<file path="src/sv/sva_pkg.sv">
package sva_pkg;

	localparam int POS_W = 6;
	localparam logic [4:0] CAP_RESET = 5'd16;

	typedef enum logic [2:0] {
		MODE_NOTE_ON   = 3'd0,
		MODE_NOTE_OFF  = 3'd1,
		MODE_KILL_NOTE = 3'd2,
		MODE_KILL_ALL  = 3'd3,
		MODE_RETIRE    = 3'd4
	} mode_t;

	typedef enum logic {
		ST_IDLE,
		ST_EXEC
	} state_t;

	typedef struct packed {
		logic [6:0]  note;
		logic [31:0] frequency;
		logic [31:0] amplitude;
		logic [31:0] pan;
		logic [47:0] start_time;
	} snd_entry_t;

	typedef struct packed {
		snd_entry_t  voice;
		logic [47:0] stop_time;
	} rel_entry_t;

	typedef struct packed {
		logic             shift;
		logic [POS_W-1:0] shift_from;
		logic             wr;
		logic [POS_W-1:0] wr_pos;
	} ctl_t;

endpackage

</file>
<file path="src/sv/synth_voice_allocator.sv">
// Channel   Handshake           Payload
// input     in_valid/in_stall   mode, note, frequency_word, amplitude_word, pan_word,
//                               time_stamp, retire_list, retire_position
// output    out_valid/out_stall sounding_count, releasing_count, stole, stolen_note,
//                               moved_count, evicted_count
// config    cfg_we              cfg_wdata (voices_in_use)
//
// Note on, kill all and retire pass through the execute state once from transfer to result.
// Note off and kill note stay in the execute state while the sounding chain
// rotates one cell per cycle past its head, once for each sounding voice.
// One item at a time; in_stall is high while an item is in work or a result waits.
// arst_n clears both counts and sets voices_in_use to 16; voice cells hold no reset.
module synth_voice_allocator #(
	parameter int MAX_VOICES = 16
) (
	input  logic        clk,
	input  logic        arst_n,
	input  logic        cfg_we,
	input  logic [4:0]  cfg_wdata,
	input  logic        in_valid,
	output logic        in_stall,
	input  logic [2:0]  mode,
	input  logic [6:0]  note,
	input  logic [31:0] frequency_word,
	input  logic [31:0] amplitude_word,
	input  logic [31:0] pan_word,
	input  logic [47:0] time_stamp,
	input  logic        retire_list,
	input  logic [3:0]  retire_position,
	output logic        out_valid,
	input  logic        out_stall,
	output logic [4:0]  sounding_count,
	output logic [4:0]  releasing_count,
	output logic        stole,
	output logic [6:0]  stolen_note,
	output logic [4:0]  moved_count,
	output logic [4:0]  evicted_count
);

	localparam int CW = $clog2(MAX_VOICES + 1);
	localparam int PW = sva_pkg::POS_W;
	localparam int SW = $bits(sva_pkg::snd_entry_t);
	localparam int RW = $bits(sva_pkg::rel_entry_t);

	sva_pkg::state_t state_q, state_nxt;

	logic [4:0]    cap_cfg_q;
	logic [CW-1:0] cap;
	logic [CW-1:0] s_cnt_q, r_cnt_q, s_nxt, r_nxt;
	logic [CW-1:0] rem_q, rem_nxt, mv_q, mv_nxt, ev_q, ev_nxt;
	logic          stole_nxt;
	logic [6:0]    stolen_nxt;
	logic          finish, accept, rel_push;

	logic [2:0]  mode_q;
	logic [6:0]  note_q;
	logic [31:0] freq_q, amp_q, pan_q;
	logic [47:0] stamp_q;
	logic        rlist_q;
	logic [3:0]  rpos_q;

	logic        out_valid_q, stole_q;
	logic [4:0]  sc_q, rc_q, mc_q, ec_q;
	logic [6:0]  sn_q;

	sva_pkg::ctl_t       snd_ctl, rel_ctl;
	sva_pkg::snd_entry_t snd_wd, head;
	sva_pkg::rel_entry_t rel_wd;
	logic [SW-1:0]       snd_d [MAX_VOICES];
	logic [RW-1:0]       rel_d [MAX_VOICES];

	always_comb begin
		if (cap_cfg_q == 5'd0) begin
			cap = CW'(1);
		end else if (32'(cap_cfg_q) > 32'(MAX_VOICES)) begin
			cap = CW'(MAX_VOICES);
		end else begin
			cap = CW'(cap_cfg_q);
		end
	end

	always_ff @(posedge clk or negedge arst_n) begin
		if (!arst_n) begin
			cap_cfg_q <= sva_pkg::CAP_RESET;
		end else if (cfg_we) begin
			cap_cfg_q <= cfg_wdata;
		end
	end

	assign head = sva_pkg::snd_entry_t'(snd_d[0]);

	always_comb begin
		state_nxt = state_q;
		case (state_q)
			sva_pkg::ST_IDLE: begin
				if (accept) state_nxt = sva_pkg::ST_EXEC;
			end
			sva_pkg::ST_EXEC: begin
				if (finish) state_nxt = sva_pkg::ST_IDLE;
			end
			default: state_nxt = sva_pkg::ST_IDLE;
		endcase
	end

	always_comb begin
		in_stall = (state_q != sva_pkg::ST_IDLE) || out_valid_q;
	end

	assign accept = in_valid && !in_stall;

	always_comb begin
		snd_ctl    = '0;
		rel_ctl    = '0;
		snd_wd     = '0;
		rel_wd     = '0;
		s_nxt      = s_cnt_q;
		r_nxt      = r_cnt_q;
		rem_nxt    = rem_q;
		mv_nxt     = mv_q;
		ev_nxt     = ev_q;
		stole_nxt  = 1'b0;
		stolen_nxt = 7'd0;
		finish     = 1'b0;
		rel_push   = 1'b0;
		if (state_q == sva_pkg::ST_EXEC) begin
			finish = 1'b1;
			case (mode_q)
				sva_pkg::MODE_NOTE_ON: begin
					snd_wd = '{note: note_q, frequency: freq_q, amplitude: amp_q,
						pan: pan_q, start_time: stamp_q};
					snd_ctl.wr = 1'b1;
					if (s_cnt_q >= cap) begin
						stole_nxt        = 1'b1;
						stolen_nxt       = head.note;
						mv_nxt           = CW'(1);
						rel_push         = 1'b1;
						rel_wd           = '{voice: head, stop_time: stamp_q};
						snd_ctl.shift    = 1'b1;
						snd_ctl.wr_pos   = PW'(s_cnt_q - CW'(1));
					end else begin
						snd_ctl.wr_pos = PW'(s_cnt_q);
						s_nxt          = s_cnt_q + CW'(1);
					end
				end
				sva_pkg::MODE_NOTE_OFF, sva_pkg::MODE_KILL_NOTE: begin
					if (rem_q != '0) begin
						finish        = 1'b0;
						rem_nxt       = rem_q - CW'(1);
						snd_ctl.shift = 1'b1;
						if (head.note == note_q) begin
							s_nxt  = s_cnt_q - CW'(1);
							mv_nxt = mv_q + CW'(1);
							if (mode_q == sva_pkg::MODE_NOTE_OFF) begin
								rel_push = 1'b1;
								rel_wd   = '{voice: head, stop_time: stamp_q};
							end
						end else begin
							snd_wd         = head;
							snd_ctl.wr     = 1'b1;
							snd_ctl.wr_pos = PW'(s_cnt_q - CW'(1));
						end
					end
				end
				sva_pkg::MODE_KILL_ALL: begin
					mv_nxt = s_cnt_q;
					s_nxt  = '0;
				end
				sva_pkg::MODE_RETIRE: begin
					if (!rlist_q) begin
						if (32'(rpos_q) < 32'(s_cnt_q)) begin
							snd_ctl.shift      = 1'b1;
							snd_ctl.shift_from = PW'(rpos_q);
							s_nxt              = s_cnt_q - CW'(1);
							mv_nxt             = CW'(1);
						end
					end else begin
						if (32'(rpos_q) < 32'(r_cnt_q)) begin
							rel_ctl.shift      = 1'b1;
							rel_ctl.shift_from = PW'(rpos_q);
							r_nxt              = r_cnt_q - CW'(1);
							mv_nxt             = CW'(1);
						end
					end
				end
				default: begin
				end
			endcase
			if (rel_push) begin
				rel_ctl.wr = 1'b1;
				if (r_cnt_q >= cap) begin
					rel_ctl.shift  = 1'b1;
					rel_ctl.wr_pos = PW'(r_cnt_q - CW'(1));
					ev_nxt         = ev_q + CW'(1);
				end else begin
					rel_ctl.wr_pos = PW'(r_cnt_q);
					r_nxt          = r_cnt_q + CW'(1);
				end
			end
		end
	end

	always_ff @(posedge clk or negedge arst_n) begin
		if (!arst_n) begin
			state_q <= sva_pkg::ST_IDLE;
			s_cnt_q <= '0;
			r_cnt_q <= '0;
			rem_q   <= '0;
			mv_q    <= '0;
			ev_q    <= '0;
		end else begin
			state_q <= state_nxt;
			s_cnt_q <= s_nxt;
			r_cnt_q <= r_nxt;
			if (accept) begin
				rem_q <= s_cnt_q;
				mv_q  <= '0;
				ev_q  <= '0;
			end else begin
				rem_q <= rem_nxt;
				mv_q  <= mv_nxt;
				ev_q  <= ev_nxt;
			end
		end
	end

	always_ff @(posedge clk) begin
		if (accept) begin
			mode_q  <= mode;
			note_q  <= note;
			freq_q  <= frequency_word;
			amp_q   <= amplitude_word;
			pan_q   <= pan_word;
			stamp_q <= time_stamp;
			rlist_q <= retire_list;
			rpos_q  <= retire_position;
		end
	end

	always_ff @(posedge clk or negedge arst_n) begin
		if (!arst_n) begin
			out_valid_q <= 1'b0;
		end else if (finish) begin
			out_valid_q <= 1'b1;
		end else if (out_valid_q && !out_stall) begin
			out_valid_q <= 1'b0;
		end
	end

	always_ff @(posedge clk) begin
		if (finish) begin
			sc_q    <= 5'(s_nxt);
			rc_q    <= 5'(r_nxt);
			stole_q <= stole_nxt;
			sn_q    <= stolen_nxt;
			mc_q    <= 5'(mv_nxt);
			ec_q    <= 5'(ev_nxt);
		end
	end

	assign out_valid       = out_valid_q;
	assign sounding_count  = sc_q;
	assign releasing_count = rc_q;
	assign stole           = stole_q;
	assign stolen_note     = sn_q;
	assign moved_count     = mc_q;
	assign evicted_count   = ec_q;

	for (genvar i = 0; i < MAX_VOICES; i++) begin : g_cell
		logic [SW-1:0] snd_up;
		logic [RW-1:0] rel_up;
		if (i == MAX_VOICES - 1) begin : g_last
			assign snd_up = snd_d[i];
			assign rel_up = rel_d[i];
		end else begin : g_mid
			assign snd_up = snd_d[i+1];
			assign rel_up = rel_d[i+1];
		end
		sva_cell #(.W(SW), .IDX(i)) u_snd (
			.clk     (clk),
			.ctl     (snd_ctl),
			.up_data (snd_up),
			.wr_data (snd_wd),
			.data    (snd_d[i])
		);
		sva_cell #(.W(RW), .IDX(i)) u_rel (
			.clk     (clk),
			.ctl     (rel_ctl),
			.up_data (rel_up),
			.wr_data (rel_wd),
			.data    (rel_d[i])
		);
	end

`ifndef ASSERT_OFF
	a_snd_bound: assert property (@(posedge clk) disable iff (!arst_n)
		32'(s_cnt_q) <= 32'(MAX_VOICES))
		else $error("sounding count over size");
	a_rel_bound: assert property (@(posedge clk) disable iff (!arst_n)
		32'(r_cnt_q) <= 32'(MAX_VOICES))
		else $error("releasing count over size");
	a_idle_hold: assert property (@(posedge clk) disable iff (!arst_n)
		state_q == sva_pkg::ST_IDLE |=> s_cnt_q == $past(s_cnt_q) &&
		r_cnt_q == $past(r_cnt_q))
		else $error("counts changed while idle");
`endif

endmodule

</file>
<file path="src/sv/sva_cell.sv">
module sva_cell #(
	parameter int W   = 8,
	parameter int IDX = 0
) (
	input  logic          clk,
	input  sva_pkg::ctl_t ctl,
	input  logic [W-1:0]  up_data,
	input  logic [W-1:0]  wr_data,
	output logic [W-1:0]  data
);

	localparam logic [sva_pkg::POS_W-1:0] ME = sva_pkg::POS_W'(IDX);

	logic [W-1:0] data_q;

	always_ff @(posedge clk) begin
		if (ctl.wr && ctl.wr_pos == ME) begin
			data_q <= wr_data;
		end else if (ctl.shift && ME >= ctl.shift_from) begin
			data_q <= up_data;
		end
	end

	assign data = data_q;

endmodule

</file>
<file path="config.mk">
export PLATFORM = sky130hd
export DESIGN_NAME = synth_voice_allocator
export DESIGN_NICKNAME = d
export VERILOG_FILES = /design/src/sv/sva_pkg.sv /design/src/sv/synth_voice_allocator.sv /design/src/sv/sva_cell.sv
export SDC_FILE = /design/constraint.sdc
export NUM_CORES = 1
export LEC_CHECK = 0
export BUFFER_PORTS_ARGS = -buffer_cell sky130_fd_sc_hd__buf_4
export CAP_MARGIN = 20
export CELL_PAD_IN_SITES_DETAIL_PLACEMENT = 0
export CELL_PAD_IN_SITES_GLOBAL_PLACEMENT = 1
export CORE_AREA = 2 2 154 156
export DETAILED_ROUTE_END_ITERATION = 10
export DIE_AREA = 0 0 156 158
export HOLD_SLACK_MARGIN = 0.03
export MAX_ROUTING_LAYER = met4
export PLACE_DENSITY = 0.72
export SYNTH_ARGS = -nofsm -noshare
export SYNTH_HDL_FRONTEND = slang
export SYNTH_SLANG_ARGS = --single-unit
</file>
<file path="constraint.sdc">
create_clock -name clk -period 9.3 [get_ports clk]
set_input_delay 0.93 -clock clk [delete_from_list [all_inputs] [get_ports clk]]
set_output_delay 0.93 -clock clk [all_outputs]
set_load 0.05 [all_outputs]
</file>
==> impl_results.md <==
* Fin. Hold Viols at 0
* Most frequent cells after synthesis: edfxtp_1, mux2_2, nor2_1
* RSZ-0062 raised after global routing: no
* Core ar. at 23100 sq um
* Starting density of the core at 41.0%
* Gr ovfl total at 0
* CTS buffer count at 17
* Final Max Slew Viols at 0
* CTS tree: built
* EDFF count, synth at 155
* Largest net degree at the start of global routing at 33
* Worst VDD drop at 111 uV
* Power Density at 268 nW/um^2
* Post-synthesis sequential area ratio at 57.7%
* Wire length of the first global-routing pass at 32.3 mm
* Syn-to-layout area delta at 13.7%
* Worst skew pair latency at 430 ps
* Critical path launch point: s_cnt_q[0]
* Row count at 56
* WS Path Type: register to register
* # IOs at 199
* Max Freq at 203 MHz
* Layout Cells excl Fill at 1061
* Post-CTS setup buffer count at 0
* Sw frac at 38.1%
* DP HPWL at 14.4 mm
* Post-cts repair resize count at 0
* Internal power at 1780 uW
* CTS max path bufs at 2
* Reg2Reg Depth at 9
* Yosys reg bits at 187
* Largest cells by area after synthesis: edfxtp_1, mux2_2, dfrtp_1
* Detailed-route DRC error count at 0
* Combinational Power Share at 33.3%
* Final WL at 19.9 mm
* Reg power frac at 41.8%
* # H-tree levels at 4
* Startpoint Class: register
* GRT Total Usage at 17.3%
* LEAKAGE at 0.00393 uW
* Synth Flop Type: edfxtp_1
* Pre-antenna DRT Iters at 4
* Layout cell share with drive strength beyond 1 at 30.0%
* Via count at 5971
* Final setup fails at 0
* DRT antenna net count at 0
* Antenna diode count at 0
* CP endpoint kind: register
* Initial antenna violation count at 0
* Status: finished clean
* Synth Net Count at 896
* Setup TNS at 0 ps
* Vias in the first global route at 6078
* Chip width at 156 um
* Final Critical Period at 4920 ps
* HP Class: input port to asynchronous set/reset pin
* Worst-path clk slew at 70 ps
* Crit-path max FO at 10
* Share of synthesized registers carrying an async set or reset at 17.1%
* Gpl congestion at 0.895
* Synth Warn # at 0
* Final Cycle Share at 53.0%
* R2R Path End: g_cell[13].u_snd.data[147]
* Worst slew margin at 24.8%
* Fillers at 2007
* Worst slew pin tran at 1120 ps
* Vias per std cell at 5.63
* Worst endpoint required time at 9350 ps
* Cells after DPL at 1024
* Final nets at 951
* WP data arrival at 4980 ps
* Port bufs at 54
* Yosys top cell area share at 49.2%
* Mapped cell area at 9460 sq um
* Root Driver: clkbuf_16
* Clk sink count at 187
* Cell variety after synth at 71
* P_sw at 1100 uW
* WL per Instance at 18.7 um
* Max_cap viols at 0
* Synth area leader: edfxtp_1
* Worst R2R Setup Slack at 4380 ps
* CP Capture Point: g_cell[13].u_snd.data[147]
* DR iter-0 viols at 361
* R2r startpoint: s_cnt_q[0]
* Synth Instances at 703
* # hold bufs at CTS at 0
* Mean Syn Cell Area at 13.5 sq um
* Clock share of power at 24.9%
* Worst Clk Skew at 18.3 ps
* Die ar. at 24600 sq um
* Most frequent cell after synthesis: edfxtp_1
* Chip height at 158 um
-- sequential cells by signal, indices dropped and copies added, names as in the netlist --
| name | count |
|---|---|
| cap_cfg_q | 5 |
| ev_q | 5 |
| evicted_count | 5 |
| g_cell.u_snd.data | 112 |
| mode_q | 3 |
| moved_count | 5 |
| mv_q | 5 |
| note_q | 7 |
| out_valid | 1 |
| r_cnt_q | 5 |
| releasing_count | 5 |
| rem_q | 5 |
| rlist_q | 1 |
| rpos_q | 4 |
| s_cnt_q | 5 |
| sounding_count | 5 |
| state_q | 1 |
| stole | 1 |
| stolen_note | 7 |
-- final cells by class --
cell class	instances	area, sq um	share of cell area (%)
clock buffers	17	425	3.96
clock inverters	15	155	1.44
repair buffers	66	495	4.61
well taps	290	363	3.38
multi-input cells	465	3780	35.1
inverters	21	78.8	0.733
flip-flops and latches	187	5460	50.8
-- routing by layer --
layer  part of all wire [%]  track usage (%)
met3                    4.6             4.11
met2                     48             27.8
met1                     45             22.1
met4                    1.5             4.94
met5                      0                -
-- per-stage QoR --
step                      utilization (%)  worst slack (ps)  area [sq um]  hold slack [ps]  power (uW)
final                                46.6              4380         10800              423        2880
after global routing                 46.6              4090         10800              437        3040
after CTS                            46.5              4350         10700              432        2900
after detailed placement             44.0              4430         10100              494        2170
after global placement               43.9              4530         10100              484        2150
after floorplan                         -              5540          9460              481        1910
-- cells in the final DEF (no fill, tap or decap), drive strengths merged, types with 8 or more instances in the layout --
cell type	n
a21o	9
a21oi	20
a22oi	8
and2	14
buf	66
clkbuf	17
dfrtp	31
edfxtp	155
ha	24
inv	27
mux2	111
nand2	33
nand2b	9
nand3	20
nor2	38
nor3	16
o21ai	34
xnor2	8
xor2	11
-- critical path, cell delays in order, from the launching register on --
cell and delay [ps]:
dfrtp_1 620, inv_1 260, ha_1 330, nand2b_1 90, a31oi_1 170, a31oi_1 860, o22ai_1 260, or3b_1 660
or4_1 790, o21ai_0 500
-- logic make-up (layout without fill, tap and decap cells) --
| family | Yosys count | count (layout) | synth area share (%) |
|---|---|---|---|
| XOR/XNOR | 19 | 19 | 1.76 |
| multiplexers | 112 | 112 | 13.9 |
| buffers and inverters | 51 | 119 | 2.43 |
| adder cells (fa/ha/maj) | 24 | 24 | 3.18 |
| AO/OA/AOI/OAI | 137 | 137 | 11.1 |
| flip-flops | 187 | 187 | 57.7 |
| AND/OR/NAND/NOR | 173 | 173 | 9.99 |
-- worst min-delay path by stage --
stage            startpoint            to  slack (ps)
6_report             arst_n  cap_cfg_q[1]         420
3_3_place_gp      out_valid     out_valid         480
2_1_floorplan  cap_cfg_q[0]  cap_cfg_q[0]         480
4_1_cts              arst_n  cap_cfg_q[1]         430
3_5_place_dp      out_valid     out_valid         490
5_1_grt              arst_n    r_cnt_q[4]         440
-- power by group through the flow --
stage          registers, uW  logic [uW]  clock network (uW)
6_report                1200         957                 718
5_1_grt                 1220        1040                 770
4_1_cts                 1200         960                 734
3_5_place_dp            1220         955                   0
3_3_place_gp            1210         934                   0
2_1_floorplan           1320         588                   0
No activity file was read; power rests on OpenSTA's default activity.
